`config.mk`:
```
export PLATFORM = sky130hd
export DESIGN_NAME = utf8_boundary_reassembler
export DESIGN_NICKNAME = d
export VERILOG_FILES = /design/src/sv/ubr_pkg.sv /design/src/sv/utf8_boundary_reassembler.sv /design/src/sv/ubr_ctrl.sv /design/src/sv/ubr_datapath.sv
export SDC_FILE = /design/constraint.sdc
export NUM_CORES = 1
export LEC_CHECK = 0
export BUFFER_PORTS_ARGS = -buffer_cell sky130_fd_sc_hd__buf_2
export CAP_MARGIN = 5
export CORE_ASPECT_RATIO = 1.4
export CORE_MARGIN = 2
export CORE_UTILIZATION = 55
export DETAILED_ROUTE_END_ITERATION = 10
export GPL_ROUTABILITY_DRIVEN = 0
export MAX_ROUTING_LAYER = met4
export PLACE_DENSITY = 0.73
export SLEW_MARGIN = 20
export SYNTH_ARGS = -nofsm -noshare
export SYNTH_HDL_FRONTEND = slang
export SYNTH_SLANG_ARGS = --single-unit
```
`constraint.sdc`:
```
create_clock -name clk_i -period 3.4 [get_ports clk_i]
set_clock_uncertainty 0.05 [all_clocks]
set_input_delay 0 -clock clk_i [delete_from_list [all_inputs] [get_ports clk_i]]
set_output_delay 0 -clock clk_i [all_outputs]
set_load 0.01 [all_outputs]
```
`src/sv/ubr_pkg.sv`:
```
// shared types, constants and helpers for the utf-8 boundary reassembler
package ubr_pkg;

  localparam int DEF_PENDING_BYTES = 8;
  localparam int MAX_RESULTS       = 8;

  localparam logic [7:0] ASCII_MASK  = 8'h80;
  localparam logic [7:0] LEAD2_MASK  = 8'hE0;
  localparam logic [7:0] LEAD2_VALUE = 8'hC0;
  localparam logic [7:0] LEAD3_MASK  = 8'hF0;
  localparam logic [7:0] LEAD3_VALUE = 8'hE0;
  localparam logic [7:0] LEAD4_MASK  = 8'hF8;
  localparam logic [7:0] LEAD4_VALUE = 8'hF0;
  localparam logic [1:0] CONT_TAG    = 2'b10;

  typedef enum logic [1:0] {
    OP_PUSH    = 2'd0,
    OP_FLUSH   = 2'd1,
    OP_DISCARD = 2'd2
  } opcode_e;

  typedef enum logic [1:0] {
    ST_IDLE,
    ST_SCAN,
    ST_EMIT
  } state_e;

  typedef struct packed {
    logic [1:0] opcode;
    logic [7:0] data_byte;
  } in_item_t;

  typedef struct packed {
    logic [7:0] out_byte;
    logic       last_of_run;
  } out_item_t;

  typedef struct packed {
    logic accept;
    logic scan_en;
    logic scan_end;
    logic emit_en;
    logic commit;
  } ctrl_cmd_t;

  typedef struct packed {
    logic scan_done;
    logic emit_left_zero;
    logic out_free;
  } dp_status_t;

  // sequence length announced by a lead byte, stray bytes count as one
  function automatic logic [2:0] lead_length(input logic [7:0] b);
    logic [2:0] len;
    if ((b & ASCII_MASK) == 8'h00) begin
      len = 3'd1;
    end else if ((b & LEAD2_MASK) == LEAD2_VALUE) begin
      len = 3'd2;
    end else if ((b & LEAD3_MASK) == LEAD3_VALUE) begin
      len = 3'd3;
    end else if ((b & LEAD4_MASK) == LEAD4_VALUE) begin
      len = 3'd4;
    end else begin
      len = 3'd1;
    end
    return len;
  endfunction

endpackage

```
`src/sv/utf8_boundary_reassembler.sv`:
```
// Holds back an unfinished UTF-8 tail: a push scans the pending bytes plus the new one and
// emits the bytes up to the end of the last complete sequence, at most eight; a flush emits
// up to eight pending bytes as they are, a discard clears them. One transaction is worked at
// a time. A push runs an accept step, scan steps of one sequence or skipped byte each, a
// step that closes the scan, the emission of its bytes while the output is not stalled, and a
// commit step; a flush skips the scan steps and a discard needs only the accept step. The scan
// window steps by a whole sequence, or by one byte past a lead with a bad continuation.
module utf8_boundary_reassembler #(
  parameter int PENDING_BYTES = ubr_pkg::DEF_PENDING_BYTES
) (
  input  logic               clk_i,
  input  logic               rst_ni,
  input  logic               in_valid_i,
  output logic               in_stall_o,
  input  ubr_pkg::in_item_t  in_item_i,
  output logic               out_valid_o,
  input  logic               out_stall_i,
  output ubr_pkg::out_item_t out_item_o
);
  import ubr_pkg::*;

  ctrl_cmd_t  cmd;
  dp_status_t status;

  ubr_ctrl u_ctrl (
    .clk_i      (clk_i),
    .rst_ni     (rst_ni),
    .in_valid_i (in_valid_i),
    .opcode_i   (in_item_i.opcode),
    .status_i   (status),
    .cmd_o      (cmd),
    .in_stall_o (in_stall_o)
  );

  ubr_datapath #(
    .PENDING_BYTES (PENDING_BYTES)
  ) u_datapath (
    .clk_i       (clk_i),
    .rst_ni      (rst_ni),
    .in_item_i   (in_item_i),
    .cmd_i       (cmd),
    .status_o    (status),
    .out_valid_o (out_valid_o),
    .out_item_o  (out_item_o),
    .out_stall_i (out_stall_i)
  );

endmodule

```
`src/sv/ubr_ctrl.sv`:
```
// controller state machine of the utf-8 boundary reassembler
module ubr_ctrl (
  input  logic                clk_i,
  input  logic                rst_ni,
  input  logic                in_valid_i,
  input  logic [1:0]          opcode_i,
  input  ubr_pkg::dp_status_t status_i,
  output ubr_pkg::ctrl_cmd_t  cmd_o,
  output logic                in_stall_o
);
  import ubr_pkg::*;

  state_e state_q, state_d;

  always_ff @(posedge clk_i or negedge rst_ni) begin
    if (!rst_ni) begin
      state_q <= ST_IDLE;
    end else begin
      state_q <= state_d;
    end
  end

  always_comb begin
    state_d = state_q;
    case (state_q)
      ST_IDLE: begin
        if (in_valid_i) begin
          if (opcode_i == OP_PUSH) begin
            state_d = ST_SCAN;
          end else if (opcode_i == OP_FLUSH) begin
            state_d = ST_EMIT;
          end
        end
      end
      ST_SCAN: begin
        if (status_i.scan_done) begin
          state_d = ST_EMIT;
        end
      end
      ST_EMIT: begin
        if (status_i.emit_left_zero) begin
          state_d = ST_IDLE;
        end
      end
      default: state_d = ST_IDLE;
    endcase
  end

  always_comb begin
    cmd_o      = '0;
    in_stall_o = 1'b1;
    case (state_q)
      ST_IDLE: begin
        in_stall_o   = 1'b0;
        cmd_o.accept = in_valid_i;
      end
      ST_SCAN: begin
        cmd_o.scan_en  = !status_i.scan_done;
        cmd_o.scan_end = status_i.scan_done;
      end
      ST_EMIT: begin
        cmd_o.commit  = status_i.emit_left_zero;
        cmd_o.emit_en = !status_i.emit_left_zero && status_i.out_free;
      end
      default: begin
        in_stall_o = 1'b1;
      end
    endcase
  end

  a_emit_only_in_emit: assert property (@(posedge clk_i) disable iff (!rst_ni)
    cmd_o.emit_en |-> state_q == ST_EMIT && !status_i.emit_left_zero)
    else $error("emission outside the emit phase");

  a_commit_returns_idle: assert property (@(posedge clk_i) disable iff (!rst_ni)
    cmd_o.commit |=> state_q == ST_IDLE)
    else $error("commit did not return to idle");

  a_scan_follows_push: assert property (@(posedge clk_i) disable iff (!rst_ni)
    (cmd_o.accept && opcode_i == OP_PUSH) |=> state_q == ST_SCAN)
    else $error("push transaction did not start a scan");

endmodule

```
`src/sv/ubr_datapath.sv`:
```
// pending store, scan window, counters and output register
module ubr_datapath #(
  parameter int PENDING_BYTES = ubr_pkg::DEF_PENDING_BYTES
) (
  input  logic                clk_i,
  input  logic                rst_ni,
  input  ubr_pkg::in_item_t   in_item_i,
  input  ubr_pkg::ctrl_cmd_t  cmd_i,
  output ubr_pkg::dp_status_t status_o,
  output logic                out_valid_o,
  output ubr_pkg::out_item_t  out_item_o,
  input  logic                out_stall_i
);
  import ubr_pkg::*;

  localparam int CW = $clog2((PENDING_BYTES + 2 > MAX_RESULTS + 1) ?
                             PENDING_BYTES + 2 : MAX_RESULTS + 1);
  localparam int IW = $clog2(PENDING_BYTES + 1);

  logic [7:0]    buf_q [PENDING_BYTES+1];
  logic [7:0]    buf_d [PENDING_BYTES+1];
  logic [7:0]    win_q [PENDING_BYTES+1];
  logic [7:0]    win_d [PENDING_BYTES+1];
  logic [CW-1:0] cnt_q, cnt_d;
  logic [CW-1:0] len_q, len_d;
  logic [CW-1:0] pos_q, pos_d;
  logic [CW-1:0] done_q, done_d;
  logic [CW-1:0] sent_q, sent_d;
  logic [CW-1:0] left_q, left_d;
  logic          out_valid_q, out_valid_d;
  out_item_t     out_q, out_d;

  logic [2:0]    seq_len;
  logic [2:0]    shift_amt;
  logic [CW-1:0] remain;
  logic [CW-1:0] rest;
  logic          cont_ok;

  assign seq_len = lead_length(win_q[0]);
  assign remain  = len_q - pos_q;
  assign rest    = len_q - sent_q;

  always_comb begin
    cont_ok = 1'b1;
    for (int k = 1; k < 4; k++) begin
      if (3'(k) < seq_len && win_q[k][7:6] != CONT_TAG) begin
        cont_ok = 1'b0;
      end
    end
  end

  // a bad continuation skips only the lead byte
  assign shift_amt = cont_ok ? seq_len : 3'd1;

  assign status_o.scan_done      = (pos_q == len_q) || (CW'(seq_len) > remain);
  assign status_o.emit_left_zero = (left_q == '0);
  assign status_o.out_free       = !out_valid_q || !out_stall_i;

  always_comb begin
    buf_d       = buf_q;
    win_d       = win_q;
    cnt_d       = cnt_q;
    len_d       = len_q;
    pos_d       = pos_q;
    done_d      = done_q;
    sent_d      = sent_q;
    left_d      = left_q;
    out_d       = out_q;
    out_valid_d = out_valid_q && out_stall_i;

    if (cmd_i.accept) begin
      if (in_item_i.opcode == OP_PUSH) begin
        buf_d[cnt_q[IW-1:0]] = in_item_i.data_byte;
        for (int i = 0; i <= PENDING_BYTES; i++) begin
          win_d[i] = (IW'(i) == cnt_q[IW-1:0]) ? in_item_i.data_byte : buf_q[i];
        end
        len_d  = cnt_q + CW'(1);
        pos_d  = '0;
        done_d = '0;
      end else if (in_item_i.opcode == OP_FLUSH) begin
        len_d  = cnt_q;
        sent_d = (cnt_q > CW'(MAX_RESULTS)) ? CW'(MAX_RESULTS) : cnt_q;
        left_d = (cnt_q > CW'(MAX_RESULTS)) ? CW'(MAX_RESULTS) : cnt_q;
      end else if (in_item_i.opcode == OP_DISCARD) begin
        cnt_d = '0;
      end
    end

    if (cmd_i.scan_en) begin
      for (int i = 0; i <= PENDING_BYTES; i++) begin
        case (shift_amt)
          3'd1: if (i + 1 <= PENDING_BYTES) win_d[i] = win_q[i+1];
          3'd2: if (i + 2 <= PENDING_BYTES) win_d[i] = win_q[i+2];
          3'd3: if (i + 3 <= PENDING_BYTES) win_d[i] = win_q[i+3];
          3'd4: if (i + 4 <= PENDING_BYTES) win_d[i] = win_q[i+4];
          default: win_d[i] = win_q[i];
        endcase
      end
      pos_d = pos_q + CW'(shift_amt);
      if (cont_ok) begin
        done_d = pos_q + CW'(shift_amt);
      end
    end

    if (cmd_i.scan_end) begin
      sent_d = (done_q > CW'(MAX_RESULTS)) ? CW'(MAX_RESULTS) : done_q;
      left_d = (done_q > CW'(MAX_RESULTS)) ? CW'(MAX_RESULTS) : done_q;
    end

    if (cmd_i.emit_en) begin
      out_valid_d       = 1'b1;
      out_d.out_byte    = buf_q[0];
      out_d.last_of_run = (left_q == CW'(1));
      for (int i = 0; i < PENDING_BYTES; i++) begin
        buf_d[i] = buf_q[i+1];
      end
      left_d = left_q - CW'(1);
    end

    // an over-long tail is dropped whole
    if (cmd_i.commit) begin
      cnt_d = (rest > CW'(PENDING_BYTES)) ? '0 : rest;
    end
  end

  always_ff @(posedge clk_i) begin
    buf_q <= buf_d;
    win_q <= win_d;
    out_q <= out_d;
  end

  always_ff @(posedge clk_i or negedge rst_ni) begin
    if (!rst_ni) begin
      cnt_q       <= '0;
      len_q       <= '0;
      pos_q       <= '0;
      done_q      <= '0;
      sent_q      <= '0;
      left_q      <= '0;
      out_valid_q <= 1'b0;
    end else begin
      cnt_q       <= cnt_d;
      len_q       <= len_d;
      pos_q       <= pos_d;
      done_q      <= done_d;
      sent_q      <= sent_d;
      left_q      <= left_d;
      out_valid_q <= out_valid_d;
    end
  end

  assign out_valid_o = out_valid_q;
  assign out_item_o  = out_q;

  a_count_in_range: assert property (@(posedge clk_i) disable iff (!rst_ni)
    cnt_q <= CW'(PENDING_BYTES))
    else $error("pending count beyond capacity");

  a_sent_within_len: assert property (@(posedge clk_i) disable iff (!rst_ni)
    cmd_i.commit |-> sent_q <= len_q)
    else $error("more bytes sent than held");

  a_last_on_final: assert property (@(posedge clk_i) disable iff (!rst_ni)
    (cmd_i.emit_en && left_q == CW'(1)) |=> out_valid_q && out_q.last_of_run)
    else $error("final byte of a run not marked last");

endmodule

```
* Word-level counts from Yosys, hierarchy flattened
Cells that the tools add are included.
W data, S select, Z words.
** Cells by class
- $add $sub $neg :: 5
- $lt $le $gt $ge :: 9
- Equality and inequality tests :: 36
- Muxes and demuxes :: 68
- Bitwise operators :: 1
- Reduce and logical (&&, ||, !) cells :: 40
** Operators with widths (count)
- $mux W72 :: 5
- $pmux W8 S4 :: 6
- $mux W4 :: 22
- $mux W8 :: 11
- $bwmux W72 :: 1
- $mux W64 :: 1
- $demux W8 S4 :: 1
- $pmux W8 S3 :: 1
- $reduce_bool A2 Y1 :: 9
- $eq A3 B4 Y1 const A :: 4
- $ne A2 B2 Y1 const B :: 8
- $pmux W8 S2 :: 1
- $mux W3 :: 5
- $mux W2 :: 7
- $gt A4 B4 Y1 const B :: 3
- $reduce_and A3 Y1 :: 3
- $eq A2 B4 Y1 const A :: 2
- $logic_not A4 Y1 :: 2
- $logic_not A8 Y1 :: 1
- $reduce_and A2 Y1 :: 4
- $reduce_and A4 Y1 :: 2
- $sub A4 B4 Y4 :: 2
- $eq A3 B2 Y1 const B :: 2
- $eq A3 B3 Y1 const B :: 2
- 34 further kinds :: 54
** Storage, ports and cells
- Flip-flop bits (word level) :: 180
- Bits of input ports :: 14
- Output and inout port bits :: 11
- Word-level logic and storage cells :: 187

* Depth between registers and ports, before layout
- Word-level depth :: 15
- Gate-level depth with buffers :: 13

* Modules after synthesis
From an unflattened synthesis, not the netlist that was laid out.
** Unflattened totals
- Cells, all modules :: 731
- Area total of the unflattened synthesis :: 8365.5 um^2
** By module, submodules not included
- ubr_datapath :: times used 1, cells each 715, area an instance 8212.9 um^2, seq. area each 4409.2 um^2
- ubr_ctrl :: times used 1, cells each 16, area an instance 152.6 um^2, seq. area each 50.0 um^2

* Least setup slack after synthesis
Ideal clock, no wire load.
- Path kind :: flip-flop to flip-flop
- Start point :: reg u_datapath.pos_q[0]
- End point :: reg u_datapath.win_q[35] (netlist name) (enable)
- Setup time :: 0.366 ns
- Data arrival time :: 2.545 ns
- Data required time :: 2.984 ns
- Slack :: 0.439 ns
- Stages on the path, launching flop included :: 10
- Buffers on the path :: 1
- Period minus slack after synthesis :: 2.961 ns
- Cell sequence :: dfrtp_1 ha_1 fa_1 ha_1 nor2b_1 o21a_1 o21ai_2 o21ai_4 buf_6 nand2_2
** On the way
- Cells in the longest elaborated chain, start to end :: 7
** RTL lines
- start, declared :: line ubr_datapath.sv:26 : logic [CW-1:0] pos_q, pos_d;
- start signal, assigned :: line ubr_datapath.sv:144 : pos_q <= pos_d;
- $sub A4 B4 Y4 :: line ubr_datapath.sv:40 : assign remain = len_q - pos_q;
- $gt A3 B4 Y1 :: line ubr_datapath.sv:55 : assign status_o.scan_done = (pos_q == len_q) || (CW'(seq_len) > remain);
- $logic_or A1 B1 Y1 * :: line ubr_datapath.sv:55
- $logic_not A1 Y1 * :: line ubr_ctrl.sv:58 : cmd_o.scan_en = !status_i.scan_done;
- $mux W2 * :: line ubr_ctrl.sv:52 : case (state_q)
- $ne A5 B1 Y1 (no source line) or $reduce_bool A2 Y1 (tied branches)
- $reduce_and A3 Y1 (no source line) *
- end signal, assigned :: line ubr_datapath.sv:128 : win_q <= win_d;
- end, declared :: line ubr_datapath.sv:22 : logic [7:0] win_q [PENDING_BYTES+1];
Every way passes the cells marked *; elsewhere a longest branch is shown, timed or not.
A chain may end at the register's enable or synchronous reset.

==> summary.md <==
| Metric | Value |
|---|---|
| Kind of critical path | flop to flop |
| Final worst path period need | 3.17 ns |
| Clock Latency Late Sink | 0.43 ns |
| Final setup vio count | 0 |
| Clk slew on worst S/H paths | 0.07 ns |
| Hold_ws | 0.0661 ns |
| RSZ-0062 raised after global routing | no |
| Reg area | 4460 um^2 |
| Cell variety after synth | 76 |
| Pleak | 3.68 nW |
| Power Dens Cells | 932 nW/um^2 |
| CTS tree | built |
| Period utilisation layout | 93.3% |
| Effective utilization at floorplan | 56.0% |
| First drt pass iteration count | 5 |
| EDFF count, synth | 126 |
| DIE AREA | 16800 um^2 |
| R2r worst-path depth | 10 |
| FF-to-FF Start | u_datapath.pos_q[0]$_DFFE_PN0P_ |
| Die Span X | 110 um |
| 1st-iter DRT viols | 599 |
| Commonest non-fill, non-tap cell in the layout | edfxtp_1 |
| Worst hold path type | input port to asynchronous set/reset pin |
| Gr ovfl total | 0 |
| CP endpoint kind | flop |
| Num Clock Sinks | 153 |
| DRC Markers | 0 |
| DP HPWL | 15.5 mm |
| Final hold violation count | 0 |
| Worst EP required | 3.51 ns |
| Syn avg cell area | 10.9 um^2 |
| Crit path largest cell delay | 0.50 ns |
| Commonest non-fill, non-tap cells in the layout | edfxtp_1, nand2_1, a21oi_1 |
| Synth Warn # | 0 |
| TNS Setup | 0 ns |
| Worst setup SP type | flop |
| Post-Place Cells | 990 |
| Root Buffer | clkbuf_16 |
| Post-Syn Area | 8660 um^2 |
| Nets | 855 |
| Number of port buffers | 24 |
| Synth top area share | 43.7% |
| Vias in the first global route | 6750 |
| Multi-input logic area | 3910 um^2 |
| MaxCap Viol Count | 0 |
| Sequential share of the synthesized area | 51.5% |
| Critical path startpoint | u_datapath.pos_q[0]$_DFFE_PN0P_ |
| Synth area leaders | edfxtp_1, dfrtp_1, a22o_1 |
| Top delay family on crit path | adder cells |
| Crit Path Max Fanout | 30 |
| CTS Buffer Depth | 2 |
| Largest net degree at the start of global routing | 40 |
| Largest area contributor in the netlist | edfxtp_1 |
| #FFs+latches synth | 153 |
| Rows | 54 |
| H-tree depth | 4 |
| Layout area overhead | 11.0% |
| Max_slew headroom | 27.2% |
| Worst EP arrival | 3.28 ns |
| Vias | 6807 |
| Buf/Inv on CP | 1 |
| DR WL/cell | 21.9 um |
| Placed cell areas | 8960 um^2 |
| Slew @ Worst Pin | 1.08 ns |
| Fmax | 315 MHz |
| Core Area | 15500 um^2 |
| Post-DRT Antenna Nets | 0 |
| Final Cell Area | 9620 um^2 |
| Global Route Usage Sum | 28.5% |
| FF-to-FF End | u_datapath.win_q[23]$_DFFE_PP_ |
| Worst slack, placed | 0.113 ns |
| Diodes inserted | 0 |
| Setup ws final | 0.229 ns |
| Finished Layout Cells | 1032 |
| Status | complete, no violations |
| Reg2Reg Setup Slack | 0.23 ns |
| Die height | 153 um |
| Core Util, Final | 62.2% |
| Layout cell share with drive strength beyond 1 | 13.5% |
| CP cell instances | ha_1, fa_1, ha_1, nor2b_1, o21a_1, o21ai_4, o21ai_4, buf_12, o21ai_0, o21ai_0 |
| Avg Vias per Cell | 6.60 |
| Initial antenna violation count | 0 |
| CTS buffer count | 17 |
| Total wire length | 22.6 mm |
| Fillers | 1230 |
| First-pass GRT wire length | 35.4 mm |
| Main synth FF type | edfxtp_1 |
| FFs w/ async S/R, synth | 17.6% |
| Cells after Synth | 798 |
| CP max-delay cell | fa_1 |
| Worst vdd ir | 562 uV |
| Top Ports | 25 |
| Total power | 8.96 mW |
| Slew Viols, Final | 0 |
## per-layer routing
layer | track usage (%) | up-vias | share of wire, %
met5 | - | - | 0
met4 | 12.6 | 0 | 3.8
met3 | 5.99 | 70 | 6.5
met2 | 46.2 | 342 | 51
met1 | 33.8 | 3335 | 39
li1 | - | 3060 | -
## worst max-delay path by stage
stage	endpoint	cells after the start	slack [ns]
floorplan	u_datapath.win_q[35]$_DFFE_PP_	9	0.44
global placement	u_datapath.win_q[13]$_DFFE_PP_	8	0.22
detailed placement	u_datapath.win_q[12]$_DFFE_PP_	8	0.11
CTS	u_datapath.win_q[12]$_DFFE_PP_	8	0.11
global route	u_datapath.win_q[44]$_DFFE_PP_	10	0.1
finish	u_datapath.win_q[23]$_DFFE_PP_	10	0.23
## worst register-to-register path: cells and delay by family (launching register included)
| family | cells | cell delay (ns) |
|---|---|---|
| fa+ha+maj | 3 | 1.07 |
| compound gates | 5 | 0.99 |
| flops | 1 | 0.43 |
| buf+inv | 1 | 0.22 |
| simple gates | 1 | 0.14 |
## flip-flops by register name, indices dropped and copies added, names as in the netlist
name / count
u_ctrl.state_q: 2
u_datapath.buf_q: 72
u_datapath.cnt_q: 4
u_datapath.done_q: 4
u_datapath.left_q: 4
u_datapath.len_q: 4
u_datapath.out_item_o: 9
u_datapath.out_valid_o: 1
u_datapath.pos_q: 4
u_datapath.sent_q: 4
u_datapath.win_q: 45
## repair_timing
action | CTS | global route
endpoints found under the hold margin | 50 | 0
hold buffers | 9 | 0
gates resized for setup | 0 | 1
setup buffers | 0 | 0
setup endpoints to repair | 0 | 5
## cells in the mapped netlist, drive strengths merged (6+ instances only)
cell type / count
a2bb2oi: 10
o21a: 7
and2: 15
dfrtp: 27
mux2: 14
nand3: 27
edfxtp: 126
xor2: 6
a21oi: 78
o211ai: 9
xnor2: 9
ha: 16
nand2b: 6
o22ai: 20
o22a: 15
clkbuf: 30
nor2b: 9
a22o: 67
inv: 20
nor2: 38
o21ai: 33
mux2i: 30
buf: 32
nand2: 84
and3: 7
## power breakdown
group | internal [mW] | switching, mW
Combinational | 1.45 | 2.14
Clock | 0.945 | 0.819
Sequential | 3.00 | 0.609
## cell type report
| class | instances | area share [%] |
|---|---|---|
| inverter | 21 | 0.820 |
| clock buffer | 17 | 4.42 |
| clock inverter | 15 | 1.21 |
| sequential | 153 | 46.4 |
| timing repair buffer | 53 | 4.01 |
| tap | 196 | 2.55 |
| multi-input combinational | 577 | 40.6 |
## kinds of logic after synthesis
| kind of cell | Yosys count | share of synthesized area (%) |
|---|---|---|
| buffers and inverters | 83 | 4.30 |
| DFF | 153 | 51.5 |
| muxes | 44 | 5.33 |
| and+or+nand+nor | 216 | 12.6 |
| adders and majority gates | 18 | 2.77 |
| AOI/OAI and AO/OA | 268 | 21.8 |
| xor gates and xnor gates | 15 | 1.69 |
| other | 1 | 0.0433 |
Power figures use the tool's default switching activity.
